===== config.mk =====
export PLATFORM = sky130hd
export DESIGN_NAME = fix_message_framer
export DESIGN_NICKNAME = d
export VERILOG_FILES = /design/src/fmf_pkg.sv /design/src/fmf_front.sv /design/src/fmf_queue.sv /design/src/fmf_back.sv /design/src/fix_message_framer.sv
export SDC_FILE = /design/constraint.sdc
export NUM_CORES = 1
export LEC_CHECK = 0
export ABC_AREA = 1
export BUFFER_PORTS_ARGS = -buffer_cell sky130_fd_sc_hd__buf_2
export CAP_MARGIN = 0
export CORE_UTILIZATION = 60
export CTS_CLUSTER_SIZE = 24
export DETAILED_ROUTE_END_ITERATION = 12
export GPL_TIMING_DRIVEN = 0
export PLACE_DENSITY = 0.83
export SYNTH_ARGS = -nofsm -noshare
export SYNTH_HDL_FRONTEND = slang
export SYNTH_SLANG_ARGS = --single-unit

===== constraint.sdc =====
create_clock -name clk -period 6 [get_ports clk]
set_input_delay 0 -clock clk [delete_from_list [all_inputs] [get_ports clk]]
set_output_delay 0 -clock clk [all_outputs]
set_load 0.02 [all_outputs]

===== src/fmf_pkg.sv =====
// Shared types and constants for the FIX message framer.
package fmf_pkg;

    localparam int unsigned LEN_W           = 21;
    localparam int unsigned MP_W            = 6;
    localparam int unsigned BEGIN_FIELD_MAX = 32;
    localparam int unsigned QUEUE_DEPTH     = 4;
    localparam int unsigned QPTR_W          = $clog2(QUEUE_DEPTH);
    localparam int unsigned QCNT_W          = $clog2(QUEUE_DEPTH + 1);

    localparam logic [LEN_W-1:0] LENGTH_LIMIT  = LEN_W'(1048576);
    localparam logic [LEN_W-1:0] MAX_LEN_RESET = LEN_W'(1 << 20);

    localparam logic [7:0] SOH_BYTE = 8'h01;

    typedef enum logic [2:0] {
        PH_HUNT,
        PH_BEGIN,
        PH_TAG9,
        PH_LENGTH,
        PH_BODY,
        PH_TRAILER
    } phase_t;

    typedef enum logic [2:0] {
        ERR_NONE,
        ERR_NO_TAG9,
        ERR_BAD_LENGTH,
        ERR_NO_TAG10,
        ERR_CHECKSUM_DIGIT,
        ERR_NO_FINAL_SOH,
        ERR_BEGIN_LONG
    } err_t;

    // One input byte with its precomputed class bits.
    typedef struct packed {
        logic [7:0] data;
        logic       is_digit;
        logic       is_soh;
        logic [3:0] digit;
    } byte_class_t;

endpackage


===== src/fmf_front.sv =====
// Input stage: takes a byte, classifies it and hands it to the queue.
module fmf_front
    import fmf_pkg::*;
(
    input  logic        clk,
    input  logic        rst_n,
    input  logic        in_valid,
    output logic        in_stall,
    input  logic [7:0]  data_byte,
    output logic        push,
    output byte_class_t push_item,
    input  logic        queue_full
);

    logic        valid_reg;
    logic        valid_next;
    byte_class_t item_reg;
    byte_class_t item_next;
    logic        accept;

    assign in_stall  = valid_reg && queue_full;
    assign accept    = in_valid && !in_stall;
    assign push      = valid_reg && !queue_full;
    assign push_item = item_reg;

    always_comb
    begin
        item_next.data     = data_byte;
        item_next.is_digit = (data_byte >= 8'h30) && (data_byte <= 8'h39);
        item_next.is_soh   = (data_byte == SOH_BYTE);
        item_next.digit    = data_byte[3:0];
        if (accept)
        begin
            valid_next = 1'b1;
        end
        else if (push)
        begin
            valid_next = 1'b0;
        end
        else
        begin
            valid_next = valid_reg;
        end
    end

    always_ff @(posedge clk or negedge rst_n)
    begin
        if (!rst_n)
        begin
            valid_reg <= 1'b0;
        end
        else
        begin
            valid_reg <= valid_next;
        end
    end

    always_ff @(posedge clk)
    begin
        if (accept)
        begin
            item_reg <= item_next;
        end
    end

endmodule


===== src/fmf_queue.sv =====
// Short FIFO of classified bytes between the front and back stages.
module fmf_queue
    import fmf_pkg::*;
(
    input  logic        clk,
    input  logic        rst_n,
    input  logic        push,
    input  byte_class_t push_item,
    output logic        full,
    input  logic        pop,
    output logic        not_empty,
    output byte_class_t pop_item
);

    byte_class_t             store [QUEUE_DEPTH];
    logic [QPTR_W-1:0]       wr_ptr_reg;
    logic [QPTR_W-1:0]       wr_ptr_next;
    logic [QPTR_W-1:0]       rd_ptr_reg;
    logic [QPTR_W-1:0]       rd_ptr_next;
    logic [QCNT_W-1:0]       count_reg;
    logic [QCNT_W-1:0]       count_next;

    assign full      = (count_reg == QCNT_W'(QUEUE_DEPTH));
    assign not_empty = (count_reg != '0);
    assign pop_item  = store[rd_ptr_reg];

    always_comb
    begin
        wr_ptr_next = push ? wr_ptr_reg + QPTR_W'(1) : wr_ptr_reg;
        rd_ptr_next = pop ? rd_ptr_reg + QPTR_W'(1) : rd_ptr_reg;
        case ({push, pop})
            2'b10:   count_next = count_reg + QCNT_W'(1);
            2'b01:   count_next = count_reg - QCNT_W'(1);
            default: count_next = count_reg;
        endcase
    end

    always_ff @(posedge clk or negedge rst_n)
    begin
        if (!rst_n)
        begin
            wr_ptr_reg <= '0;
            rd_ptr_reg <= '0;
            count_reg  <= '0;
        end
        else
        begin
            wr_ptr_reg <= wr_ptr_next;
            rd_ptr_reg <= rd_ptr_next;
            count_reg  <= count_next;
        end
    end

    always_ff @(posedge clk)
    begin
        if (push)
        begin
            store[wr_ptr_reg] <= push_item;
        end
    end

endmodule


===== src/fmf_back.sv =====
// Frame parser state machine, max length register and output register.
module fmf_back
    import fmf_pkg::*;
(
    input  logic             clk,
    input  logic             rst_n,
    input  logic             max_body_length_we,
    input  logic [LEN_W-1:0] max_body_length,
    input  logic             not_empty,
    input  byte_class_t      pop_item,
    output logic             pop,
    output logic             out_valid,
    input  logic             out_stall,
    output logic [7:0]       frame_byte,
    output logic             in_frame,
    output logic             frame_end,
    output logic             frame_abort,
    output logic [LEN_W-1:0] body_length,
    output logic [2:0]       error_code
);

    localparam logic [7:0] CH_EIGHT = 8'h38;
    localparam logic [7:0] CH_NINE  = 8'h39;
    localparam logic [7:0] CH_ONE   = 8'h31;
    localparam logic [7:0] CH_ZERO  = 8'h30;
    localparam logic [7:0] CH_EQ    = 8'h3D;
    localparam logic [7:0] CH_F     = 8'h46;
    localparam logic [7:0] CH_I     = 8'h49;
    localparam logic [7:0] CH_X     = 8'h58;

    function automatic logic [7:0] sync_char(input logic [2:0] idx);
        logic [7:0] c;
        case (idx)
            3'd1:    c = CH_EQ;
            3'd2:    c = CH_F;
            3'd3:    c = CH_I;
            3'd4:    c = CH_X;
            default: c = CH_EIGHT;
        endcase
        return c;
    endfunction

    function automatic logic [7:0] sum_char(input logic [1:0] idx);
        logic [7:0] c;
        case (idx)
            2'd0:    c = CH_ONE;
            2'd1:    c = CH_ZERO;
            default: c = CH_EQ;
        endcase
        return c;
    endfunction

    phase_t            phase_reg;
    phase_t            phase_next;
    logic [MP_W-1:0]   mp_reg;
    logic [MP_W-1:0]   mp_next;
    logic [LEN_W-1:0]  acc_reg;
    logic [LEN_W-1:0]  acc_next;
    logic [LEN_W-1:0]  rem_reg;
    logic [LEN_W-1:0]  rem_next;
    logic [LEN_W-1:0]  max_len_reg;
    logic [LEN_W-1:0]  max_eff;
    logic [LEN_W+3:0]  len_value;

    logic              out_valid_reg;
    logic [7:0]        byte_reg;
    logic              inf_reg;
    logic              fend_reg;
    logic              abort_reg;
    logic [LEN_W-1:0]  blen_reg;
    err_t              err_reg;

    logic              inf;
    logic              fend;
    logic              abort_mark;
    logic [LEN_W-1:0]  blen;
    err_t              err;
    logic              fail;
    logic              restart;
    logic [7:0]        b;

    assign b       = pop_item.data;
    assign pop     = not_empty && (!out_valid_reg || !out_stall);
    assign max_eff = (max_len_reg > LENGTH_LIMIT) ? LENGTH_LIMIT : max_len_reg;
    // acc * 10 + digit
    assign len_value = {1'b0, acc_reg, 3'b000} + {3'b000, acc_reg, 1'b0}
                     + {{LEN_W{1'b0}}, pop_item.digit};

    always_comb
    begin
        phase_next = phase_reg;
        mp_next    = mp_reg;
        acc_next   = acc_reg;
        rem_next   = rem_reg;
        inf        = 1'b0;
        fend       = 1'b0;
        abort_mark = 1'b0;
        blen       = '0;
        err        = ERR_NONE;
        fail       = 1'b0;
        restart    = 1'b0;

        unique case (phase_reg)
            PH_BEGIN:
            begin
                if (pop_item.is_soh)
                begin
                    inf        = 1'b1;
                    phase_next = PH_TAG9;
                    mp_next    = '0;
                end
                else if (mp_reg >= MP_W'(BEGIN_FIELD_MAX))
                begin
                    fail = 1'b1;
                    err  = ERR_BEGIN_LONG;
                end
                else
                begin
                    inf     = 1'b1;
                    mp_next = mp_reg + MP_W'(1);
                end
            end
            PH_TAG9:
            begin
                if ((mp_reg == MP_W'(0) && b == CH_NINE) || (mp_reg == MP_W'(1) && b == CH_EQ))
                begin
                    inf     = 1'b1;
                    mp_next = mp_reg + MP_W'(1);
                    if (mp_reg == MP_W'(1))
                    begin
                        phase_next = PH_LENGTH;
                        acc_next   = '0;
                    end
                end
                else
                begin
                    fail = 1'b1;
                    err  = ERR_NO_TAG9;
                end
            end
            PH_LENGTH:
            begin
                if (pop_item.is_digit)
                begin
                    if (len_value > {4'b0000, max_eff})
                    begin
                        fail = 1'b1;
                        err  = ERR_BAD_LENGTH;
                    end
                    else
                    begin
                        inf      = 1'b1;
                        acc_next = len_value[LEN_W-1:0];
                    end
                end
                else if (pop_item.is_soh && acc_reg != '0)
                begin
                    inf        = 1'b1;
                    rem_next   = acc_reg;
                    phase_next = PH_BODY;
                end
                else
                begin
                    fail = 1'b1;
                    err  = ERR_BAD_LENGTH;
                end
            end
            PH_BODY:
            begin
                inf = 1'b1;
                if (rem_reg <= LEN_W'(1))
                begin
                    rem_next   = '0;
                    phase_next = PH_TRAILER;
                    mp_next    = '0;
                end
                else
                begin
                    rem_next = rem_reg - LEN_W'(1);
                end
            end
            PH_TRAILER:
            begin
                if (mp_reg < MP_W'(3))
                begin
                    if (b == sum_char(mp_reg[1:0]))
                    begin
                        inf     = 1'b1;
                        mp_next = mp_reg + MP_W'(1);
                    end
                    else
                    begin
                        fail = 1'b1;
                        err  = ERR_NO_TAG10;
                    end
                end
                else if (mp_reg < MP_W'(6))
                begin
                    if (pop_item.is_digit)
                    begin
                        inf     = 1'b1;
                        mp_next = mp_reg + MP_W'(1);
                    end
                    else
                    begin
                        fail = 1'b1;
                        err  = ERR_CHECKSUM_DIGIT;
                    end
                end
                else if (pop_item.is_soh)
                begin
                    inf        = 1'b1;
                    fend       = 1'b1;
                    blen       = acc_reg;
                    phase_next = PH_HUNT;
                    mp_next    = '0;
                    acc_next   = '0;
                    rem_next   = '0;
                end
                else
                begin
                    fail = 1'b1;
                    err  = ERR_NO_FINAL_SOH;
                end
            end
            PH_HUNT:
            begin
                if (mp_reg >= MP_W'(1) && mp_reg < MP_W'(5) && b == sync_char(mp_reg[2:0]))
                begin
                    inf     = 1'b1;
                    mp_next = mp_reg + MP_W'(1);
                    if (mp_reg == MP_W'(4))
                    begin
                        phase_next = PH_BEGIN;
                    end
                end
                else
                begin
                    // broken sync prefix drops the partial candidate
                    abort_mark = (mp_reg != '0);
                    restart    = 1'b1;
                end
            end
            default:
            begin
                restart = 1'b1;
            end
        endcase

        if (fail)
        begin
            abort_mark = 1'b1;
            restart    = 1'b1;
        end

        // hunt restarts on the aborting byte itself
        if (restart)
        begin
            phase_next = PH_HUNT;
            acc_next   = '0;
            rem_next   = '0;
            inf        = (b == CH_EIGHT);
            mp_next    = (b == CH_EIGHT) ? MP_W'(1) : MP_W'(0);
        end
    end

    always_ff @(posedge clk or negedge rst_n)
    begin
        if (!rst_n)
        begin
            phase_reg     <= PH_HUNT;
            mp_reg        <= '0;
            acc_reg       <= '0;
            rem_reg       <= '0;
            max_len_reg   <= MAX_LEN_RESET;
            out_valid_reg <= 1'b0;
        end
        else
        begin
            if (max_body_length_we)
            begin
                max_len_reg <= max_body_length;
            end
            if (pop)
            begin
                phase_reg <= phase_next;
                mp_reg    <= mp_next;
                acc_reg   <= acc_next;
                rem_reg   <= rem_next;
            end
            if (pop)
            begin
                out_valid_reg <= 1'b1;
            end
            else if (!out_stall)
            begin
                out_valid_reg <= 1'b0;
            end
        end
    end

    always_ff @(posedge clk)
    begin
        if (pop)
        begin
            byte_reg  <= b;
            inf_reg   <= inf;
            fend_reg  <= fend;
            abort_reg <= abort_mark;
            blen_reg  <= blen;
            err_reg   <= err;
        end
    end

    assign out_valid   = out_valid_reg;
    assign frame_byte  = byte_reg;
    assign in_frame    = inf_reg;
    assign frame_end   = fend_reg;
    assign frame_abort = abort_reg;
    assign body_length = blen_reg;
    assign error_code  = err_reg;

endmodule


===== src/fix_message_framer.sv =====
// Top level of the FIX message framer: front stage, byte queue and parser back stage.
//
//  channel   signals                                   direction
//  input     in_valid, in_stall, data_byte             beat in
//  config    max_body_length_we, max_body_length       write only
//  output    out_valid, out_stall, frame_byte,         beat out
//            in_frame, frame_end, frame_abort,
//            body_length, error_code
//
// One beat in and one beat out per cycle while out_stall is low; out_valid rises
// once the input beat has passed the classify register, the queue and the output
// register, when the queue is empty.
// The parser state machine advances once per byte, so it sets the rate.
// A four-entry queue lets the front keep taking beats while out_stall is high.
// Reset is asynchronous active low; max_body_length resets to 1048576.
module fix_message_framer
    import fmf_pkg::*;
(
    input  logic             clk,
    input  logic             rst_n,
    input  logic             max_body_length_we,
    input  logic [LEN_W-1:0] max_body_length,
    input  logic             in_valid,
    output logic             in_stall,
    input  logic [7:0]       data_byte,
    output logic             out_valid,
    input  logic             out_stall,
    output logic [7:0]       frame_byte,
    output logic             in_frame,
    output logic             frame_end,
    output logic             frame_abort,
    output logic [LEN_W-1:0] body_length,
    output logic [2:0]       error_code
);

    logic        push;
    byte_class_t push_item;
    logic        queue_full;
    logic        pop;
    logic        not_empty;
    byte_class_t pop_item;

    fmf_front u_front (
        .clk        (clk),
        .rst_n      (rst_n),
        .in_valid   (in_valid),
        .in_stall   (in_stall),
        .data_byte  (data_byte),
        .push       (push),
        .push_item  (push_item),
        .queue_full (queue_full)
    );

    fmf_queue u_queue (
        .clk       (clk),
        .rst_n     (rst_n),
        .push      (push),
        .push_item (push_item),
        .full      (queue_full),
        .pop       (pop),
        .not_empty (not_empty),
        .pop_item  (pop_item)
    );

    fmf_back u_back (
        .clk                (clk),
        .rst_n              (rst_n),
        .max_body_length_we (max_body_length_we),
        .max_body_length    (max_body_length),
        .not_empty          (not_empty),
        .pop_item           (pop_item),
        .pop                (pop),
        .out_valid          (out_valid),
        .out_stall          (out_stall),
        .frame_byte         (frame_byte),
        .in_frame           (in_frame),
        .frame_end          (frame_end),
        .frame_abort        (frame_abort),
        .body_length        (body_length),
        .error_code         (error_code)
    );

endmodule

==> summary.md, run 1 <==
| Metric | Value |
|---|---|
| GRT Total Usage | 30.4% |
| Synth Warn # | 0 |
| Hold crit path type | in -> async |
| GRT overflow | 0 |
| Ys async rst share | 48.8% |
| Pin count of the biggest net entering global routing | 49 |
| Final core occ | 72.2% |
| Number of enable flip-flop cells after synthesis | 85 |
| Top cells by count, synth | nand2_1 (335), nor2_1 (163), inv_1 (149) |
| Layout cells sized above 1 | 11.0% |
| Rows | 47 |
| Setup TNS | 0 ps |
| Drt drc | 0 |
| Worst slew margin | 21.9% |
| TritonCTS clock tree | built |
| Psw | 1.55 mW |
| Post-DP HPWL | 18.0 mm |
| Top post-synthesis cells by area | edfxtp_1 (25%), dfrtp_1 (19%), nand2_1 (12%) |
| Max reg flops | 40 |
| Total die area | 17,800 um2 |
| Run status | finished clean |
| PwrDens | 335 nW/um2 |
| # diodes | 0 |
| Internal power | 2.48 mW |
| VDD IR max | 0.000306 V |
| Worst-path maximum fanout | 10 |
| Initial antenna violation count | 0 |
| Clock latency on the worst-skew pair | 440 ps |
| Detail Route Antenna Nets | 0 |
| Crit end category | flop |
| Maxcap violations | 0 |
| Via count | 9,197 |
| RePlAce Congestion | 0.938 |
| Post-synthesis sequential area ratio | 44.2% |
| Critical path's slowest cell | fa_1 |
| Crit Path Class | reg -> reg |
| Wire per inst | 15.6 um |
| Clock Power Share | 26.9% |
| Fmax | 179 MHz |
| Fin crit period | 5590 ps |
| Count of pins over their slew limit | 0 |
| Top_reg_cell synth | edfxtp_1 |
| Arrival time at the worst endpoint | 5960 ps |
| Syn-to-layout area delta | 16.4% |
| Mean area per synthesized cell | 8.06 um2 |
| Sw Share | 38.5% |
| Post-synth cell types | 45 |
| Clk pin slew, worst setup/hold paths | 70 ps |
| RSZ-0062 raised after global routing | no |
| Post-Synthesis Cells | 1,285 |
| Root Buffer | clkbuf_16 |
| IO Count | 71 |
| Sequential share of power | 39.0% |
| Final period utilization | 93.2% |
| WP data required | 6370 ps |
| Final hold viol count | 0 |
| Critical path's largest stage delay | 560 ps |
| Final Skew | 12.4 ps |
| CTS sink cnt | 166 |
| Via density | 5.57 |
| Vias in the first global route | 8,955 |
| Starting density of the core | 62.0% |
| Die height | 133 um |
| Clock buffer depth | 2 |
| Measured slew at the worst slew-check pin | 1160 ps |
| Num CTS Buffers | 17 |
| Number of synthesized register bits | 166 |
| Port-buffer cells | 69 |
| Mapped Area | 10,400 um2 |
| LEAKAGE | 6.10 nW |
| Final WL | 25.8 mm |
| CTS HTree Levels | 4 |
| Comb power frac | 34.1% |
| Post-layout net count | 1,529 |
| Post-Syn Nets | 1,397 |
| CP Launch Type | flop |
| DRT Pass-1 Iters | 5 |
| Area leader, netlist | edfxtp_1 |
| Final setup viols | 0 |
| Yosys top cell area share | 24.6% |
| Chip Width | 133 um |
| DR iter-0 viols | 1,076 |
| First-pass GRT wire length | 42.2 mm |
| Top-count cell post-synth | nand2_1 |
| CP most frequent cell | nand2_1 |
| Core footprint | 16,700 um2 |
| Largest reg by FF count | u_queue.store |
## per-layer routing
metal	vias up	share of wire, %	track usage [%]
li1	4500	-	-
met1	4263	43	39.2
met5	-	0	0
met2	374	49	51.6
met4	0	2.3	11.7
met3	60	6.0	4.83
## placed cells by master (no fill, tap or decap), types with 3 or more instances in the layout
master / n
nand4_1: 45
or2_2: 4
xnor2_1: 14
nand3_1: 85
nor2_1: 163
nand2_1: 334
o21bai_1: 7
nor4_1: 8
edfxtp_1: 85
o21ai_0: 25
mux2_2: 12
clkinv_4: 3
inv_6: 4
clkbuf_1: 18
buf_2: 79
o21ai_1: 6
inv_8: 3
a21oi_1: 76
dfrtp_1: 80
o31ai_1: 3
ha_1: 75
clkbuf_16: 17
inv_2: 11
fa_1: 3
inv_1: 148
buf_4: 5
nor3_1: 13
dlygate4sd3_1: 42
xor2_1: 26
## metrics by stage
| stage | std cells | hold slack, ps | area [um2] | worst slack, ps | power, mW |
|---|---|---|---|---|---|
| after CTS | 1649 | 6.80 | 12000 | 368 | 4.01 |
| after global routing | 1650 | 94.1 | 12100 | 38.6 | 4.26 |
| after floorplan | 1285 | -296 | 10400 | 1490 | 2.49 |
| after global placement | 1574 | 194 | 11000 | 420 | 2.85 |
| final | 1650 | 56.0 | 12100 | 408 | 4.04 |
| after detailed placement | 1575 | -13.1 | 11000 | 398 | 2.90 |
## power groups by stage
stage | clock (mW) | sequential (mW) | combinational (mW)
after floorplan | 0 | 1.70 | 0.793
after global placement | 0 | 1.58 | 1.27
after detailed placement | 0 | 1.59 | 1.31
after CTS | 1.10 | 1.57 | 1.34
after global routing | 1.14 | 1.59 | 1.52
final | 1.09 | 1.57 | 1.38
## worst paths after layout
kind                                  startpoint               endpoint  slack (ps)  cells after the start
setup / recovery           u_queue.rd_ptr_reg[0]     u_back.rem_reg[16]         410                     32
hold / removal                             rst_n       u_back.mp_reg[1]          60                      2
setup reg to reg           u_queue.rd_ptr_reg[0]     u_back.rem_reg[16]         410                     32
hold reg to reg            u_front.push_item[12]   u_queue.store[3][12]         510                      0
max in group asynchronous                  rst_n     u_back.rem_reg[14]        5330                      3
min in group clk              max_body_length_we  u_back.max_len_reg[3]          60                      2
## layout make-up
cell class / instances / area [um2]
Clock inverter: 14 / 163
Buffer: 35 / 173
Multi-Input combinational cell: 924 / 5030
Inverter: 160 / 601
Timing Repair Buffer: 113 / 803
Clock buffer: 18 / 429
Fill cell: 1234 / 4650
Tap cell: 220 / 275
Sequential cell: 166 / 4580
## timing repair
item,CTS,global route
hold buffers,42,0
buffers inserted,0,1
hold endpoints to repair,114,0
endpoints found under the setup margin,0,46
gates resized for setup,0,8
## worst max-delay path: cells and delay by family (launching register included)
family | cells | cell delay (ps)
DFF | 1 | 470
and+or+nand+nor | 20 | 2280
buffers and inverters | 5 | 740
adders and majority gates | 3 | 1330
xor gates and xnor gates | 1 | 210
AOI/OAI and AO/OA | 3 | 510
## kinds of logic after synthesis
family / count (synthesis) / synth area share (%)
buffers and inverters: 195 / 7.41
adders and majority gates: 78 / 9.64
muxes: 12 / 1.30
DFF: 166 / 44.2
xor gates and xnor gates: 41 / 3.47
AOI/OAI and AO/OA: 132 / 7.08
and+or+nand+nor: 661 / 26.9
No activity file was read; power rests on OpenSTA's default activity.
==> run 2, diff against run 1 <==
--- a/config.mk
+++ b/config.mk
@@ -10,3 +10,3 @@
 export CAP_MARGIN = 0
-export CORE_UTILIZATION = 60
+export CORE_UTILIZATION = 40
 export CTS_CLUSTER_SIZE = 24
@@ -14,3 +14,3 @@
 export GPL_TIMING_DRIVEN = 0
-export PLACE_DENSITY = 0.83
+export PLACE_DENSITY = 0.61
 export SYNTH_ARGS = -nofsm -noshare
==> constraint.sdc (replaced) <==
create_clock -name clk -period 6 [get_ports clk]
set_input_delay 1.8 -clock clk [delete_from_list [all_inputs] [get_ports clk]]
set_output_delay 1.8 -clock clk [all_outputs]
set_load 0.02 [all_outputs]
==> run 2 against run 1 <==
Hold slack improved by 450 ps; count of clock-buffer cells in the layout fell by 1; clock power up 6%; final cell count up 4.1%; critical endpoint is now u_back.acc_reg[6]; largest cell class unchanged.
==> summary.md, run 2 (synthesis gave the netlist of run 1 again) <==
| Metric | Value |
|---|---|
| Count of pins over their slew limit | 0 (unchanged) |
| Measured slew at the worst slew-check pin | 1050 ps (was 1160 ps) |
| Worst hold path stage count | 0 |
| VDD IR max | 0.000251 V (was 0.000306 V) |
| Post-CTS Hold Fix Bufs | 0 (was 42) |
| CP most frequent cell | nand2_1 (unchanged) |
| Worst r2r src | u_queue.rd_ptr_reg[0] (unchanged) |
| Dpl ws | 324 ps (was 398 ps) |
| GRT Total Usage | 20.1% (was 30.4%) |
| Post-CTS Setup Inserts | 0 (unchanged) |
| Rows | 58 (was 47) |
| Worst hold start | u_front.push_item[12] |
| Worst slew margin | 29.2% (was 21.9%) |
| Fmax | 178 MHz (was 179 MHz) |
| Commonest non-fill, non-tap cell in the layout | nand2_1 (unchanged) |
| DRT Pass-1 Iters | 8 (was 5) |
| Maxcap violations | 0 (unchanged) |
| Final Skew | 18.2 ps (was 12.4 ps) |
| Root Buffer | clkbuf_16 (unchanged) |
| Layout cells sized above 1 | 11.2% (was 11.0%) |
| Worst-path maximum fanout | 10 (unchanged) |
| CTS HTree Levels | 4 (unchanged) |
| Post-layout net count | 1,486 (was 1,529) |
| Final WL | 25.2 mm (was 25.8 mm) |
| Wl on met1 | 12.2 mm (was 11.1 mm) |
| PwrDens | 343 nW/um2 (was 335 nW/um2) |
| Hold crit path type | reg -> reg (was in -> async) |
| Chip Width | 163 um (was 133 um) |
| Num CTS Buffers | 17 (unchanged) |
| Critical path's largest stage delay | 430 ps (was 560 ps) |
| Pin count of the biggest net entering global routing | 46 (was 49) |
| Final hold viol count | 0 (unchanged) |
| Fin crit period | 5620 ps (was 5590 ps) |
| LEAKAGE | 5.94 nW (was 6.10 nW) |
| Max reg flops | 40 (unchanged) |
| Syn-to-layout area delta | 13.9% (was 16.4%) |
| Clock latency on the worst-skew pair | 440 ps (about the same) |
| Total die area | 26,500 um2 (was 17,800 um2) |
| CTS sink cnt | 166 (unchanged) |
| Via density | 5.04 (was 5.57) |
| CP Launch Type | flop (unchanged) |
| Arrival time at the worst endpoint | 5950 ps (was 5960 ps) |
| Total power | 4.04 mW (about the same) |
| R2r worst-path depth | 33 (was 32) |
| Final setup viols | 0 (unchanged) |
| Die height | 163 um (was 133 um) |
| CTS resizes | 0 (unchanged) |
| Initial antenna violation count | 0 (unchanged) |
| RePlAce Congestion | 0.902 (was 0.938) |
| Via count | 8,653 (was 9,197) |
| Vias in the first global route | 8,419 (was 8,955) |
| Largest reg by FF count | u_queue.store (unchanged) |
| FF-to-FF End | u_back.acc_reg[6] (was u_back.rem_reg[16]) |
| Wire per inst | 14.7 um (was 15.6 um) |
| Placed insts | 1,685 (was 1,575) |
| Critical path's slowest cell | dfrtp_1 (was fa_1) |
| Final period utilization | 93.7% (was 93.2%) |
| Run status | finished clean (unchanged) |
| Detail Route Antenna Nets | 0 (unchanged) |
| Setup TNS | 0 ps (unchanged) |
| Starting density of the core | 41.0% (was 62.0%) |
| Met2 WL post-DR | 11.7 mm (was 12.6 mm) |
| Drt drc | 0 (unchanged) |
| Crit end category | flop (unchanged) |
| IO Count | 71 (unchanged) |
| Worst Hold End | u_queue.store[2][12] |
| Clock buffer depth | 2 (unchanged) |
| Top sig layer | met4 (unchanged) |
| Met3 routed WL | 939 um (was 1.54 mm) |
| TritonCTS clock tree | built (unchanged) |
| Clk pin slew, worst setup/hold paths | 80 ps (was 70 ps) |
| Port-buffer cells | 69 (unchanged) |
| First-pass GRT wire length | 42.1 mm (was 42.2 mm) |
| Most frequent cells in the layout | nand2_1 (335), nor2_1 (163), inv_1 (148) (was nand2_1 (334), nor2_1 (163), inv_1 (148)) |
| Post-DP HPWL | 19.0 mm (was 18.0 mm) |
| Setup slack after layout | 375 ps (was 408 ps) |
| # diodes | 0 (unchanged) |
| GRT overflow | 0 (unchanged) |
| WP data required | 6320 ps (was 6370 ps) |
| Core footprint | 25,300 um2 (was 16,700 um2) |
| Cell Count, Final, Fillers Out | 1,717 (was 1,650) |
| DR iter-0 viols | 596 (was 1,076) |
| Crit Path Class | reg -> reg (unchanged) |
| Reg2Reg Setup Slack | 380 ps (was 410 ps) |
[run 2: cell type report]
type                       count  area (um2)
fill                        2496       13500
multi-input combinational    924        5020
sequential                   166        4580
inverter                     160         601
clock buffer                  17         425
tap                          330         413
timing repair buffer          70         375
clock inverter                15         206
buffer                        35         169
[run 2: per-layer routing]
layer / global-route usage, % / up-vias
met5: 0 / -
met4: 5.61 / 0
met3: 2.85 / 26
met2: 33.0 / 202
met1: 27.7 / 4004
li1: - / 4421
[run 2: worst max path at each step]
| stage | startpoint | cells after the start | end |
|---|---|---|---|
| 3_5_place_dp | u_queue.rd_ptr_reg[1] | 32 | u_back.acc_reg[6] |
| 2_1_floorplan | u_queue.rd_ptr_reg[0] | 34 | u_back.acc_reg[10] |
| 3_3_place_gp | u_queue.rd_ptr_reg[1] | 32 | u_back.rem_reg[20] |
| 4_1_cts | u_queue.rd_ptr_reg[1] | 32 | u_back.acc_reg[6] |
| 6_report | u_queue.rd_ptr_reg[0] | 33 | u_back.acc_reg[6] |
| 5_1_grt | u_queue.rd_ptr_reg[0] | 33 | u_back.rem_reg[18] |
[run 2: report_power, final]
part / switching (mW) / leakage, nW / internal (mW)
registers: 0.0870 / 1.89 / 1.48
logic: 0.941 / 3.74 / 0.385
clock network: 0.571 / 0.304 / 0.581
[run 2: metrics by stage]
stage | cell area [um2] | hold WS, ps | utilization, %
2_1_floorplan | 10400 | 456 | -
3_3_place_gp | 11100 | 483 | 44.0
3_5_place_dp | 11100 | 483 | 44.1
4_1_cts | 11800 | 499 | 46.6
5_1_grt | 11800 | 526 | 46.7
6_report | 11800 | 503 | 46.7
[run 2: critical path, delay by kind of cell (launching register included)]
| kind | cells | cell delay (ps) |
|---|---|---|
| AOI/OAI and AO/OA | 4 | 850 |
| xor gates and xnor gates | 1 | 280 |
| adders and majority gates | 4 | 1250 |
| and+or+nand+nor | 19 | 2040 |
| buffers and inverters | 5 | 650 |
| DFF | 1 | 430 |
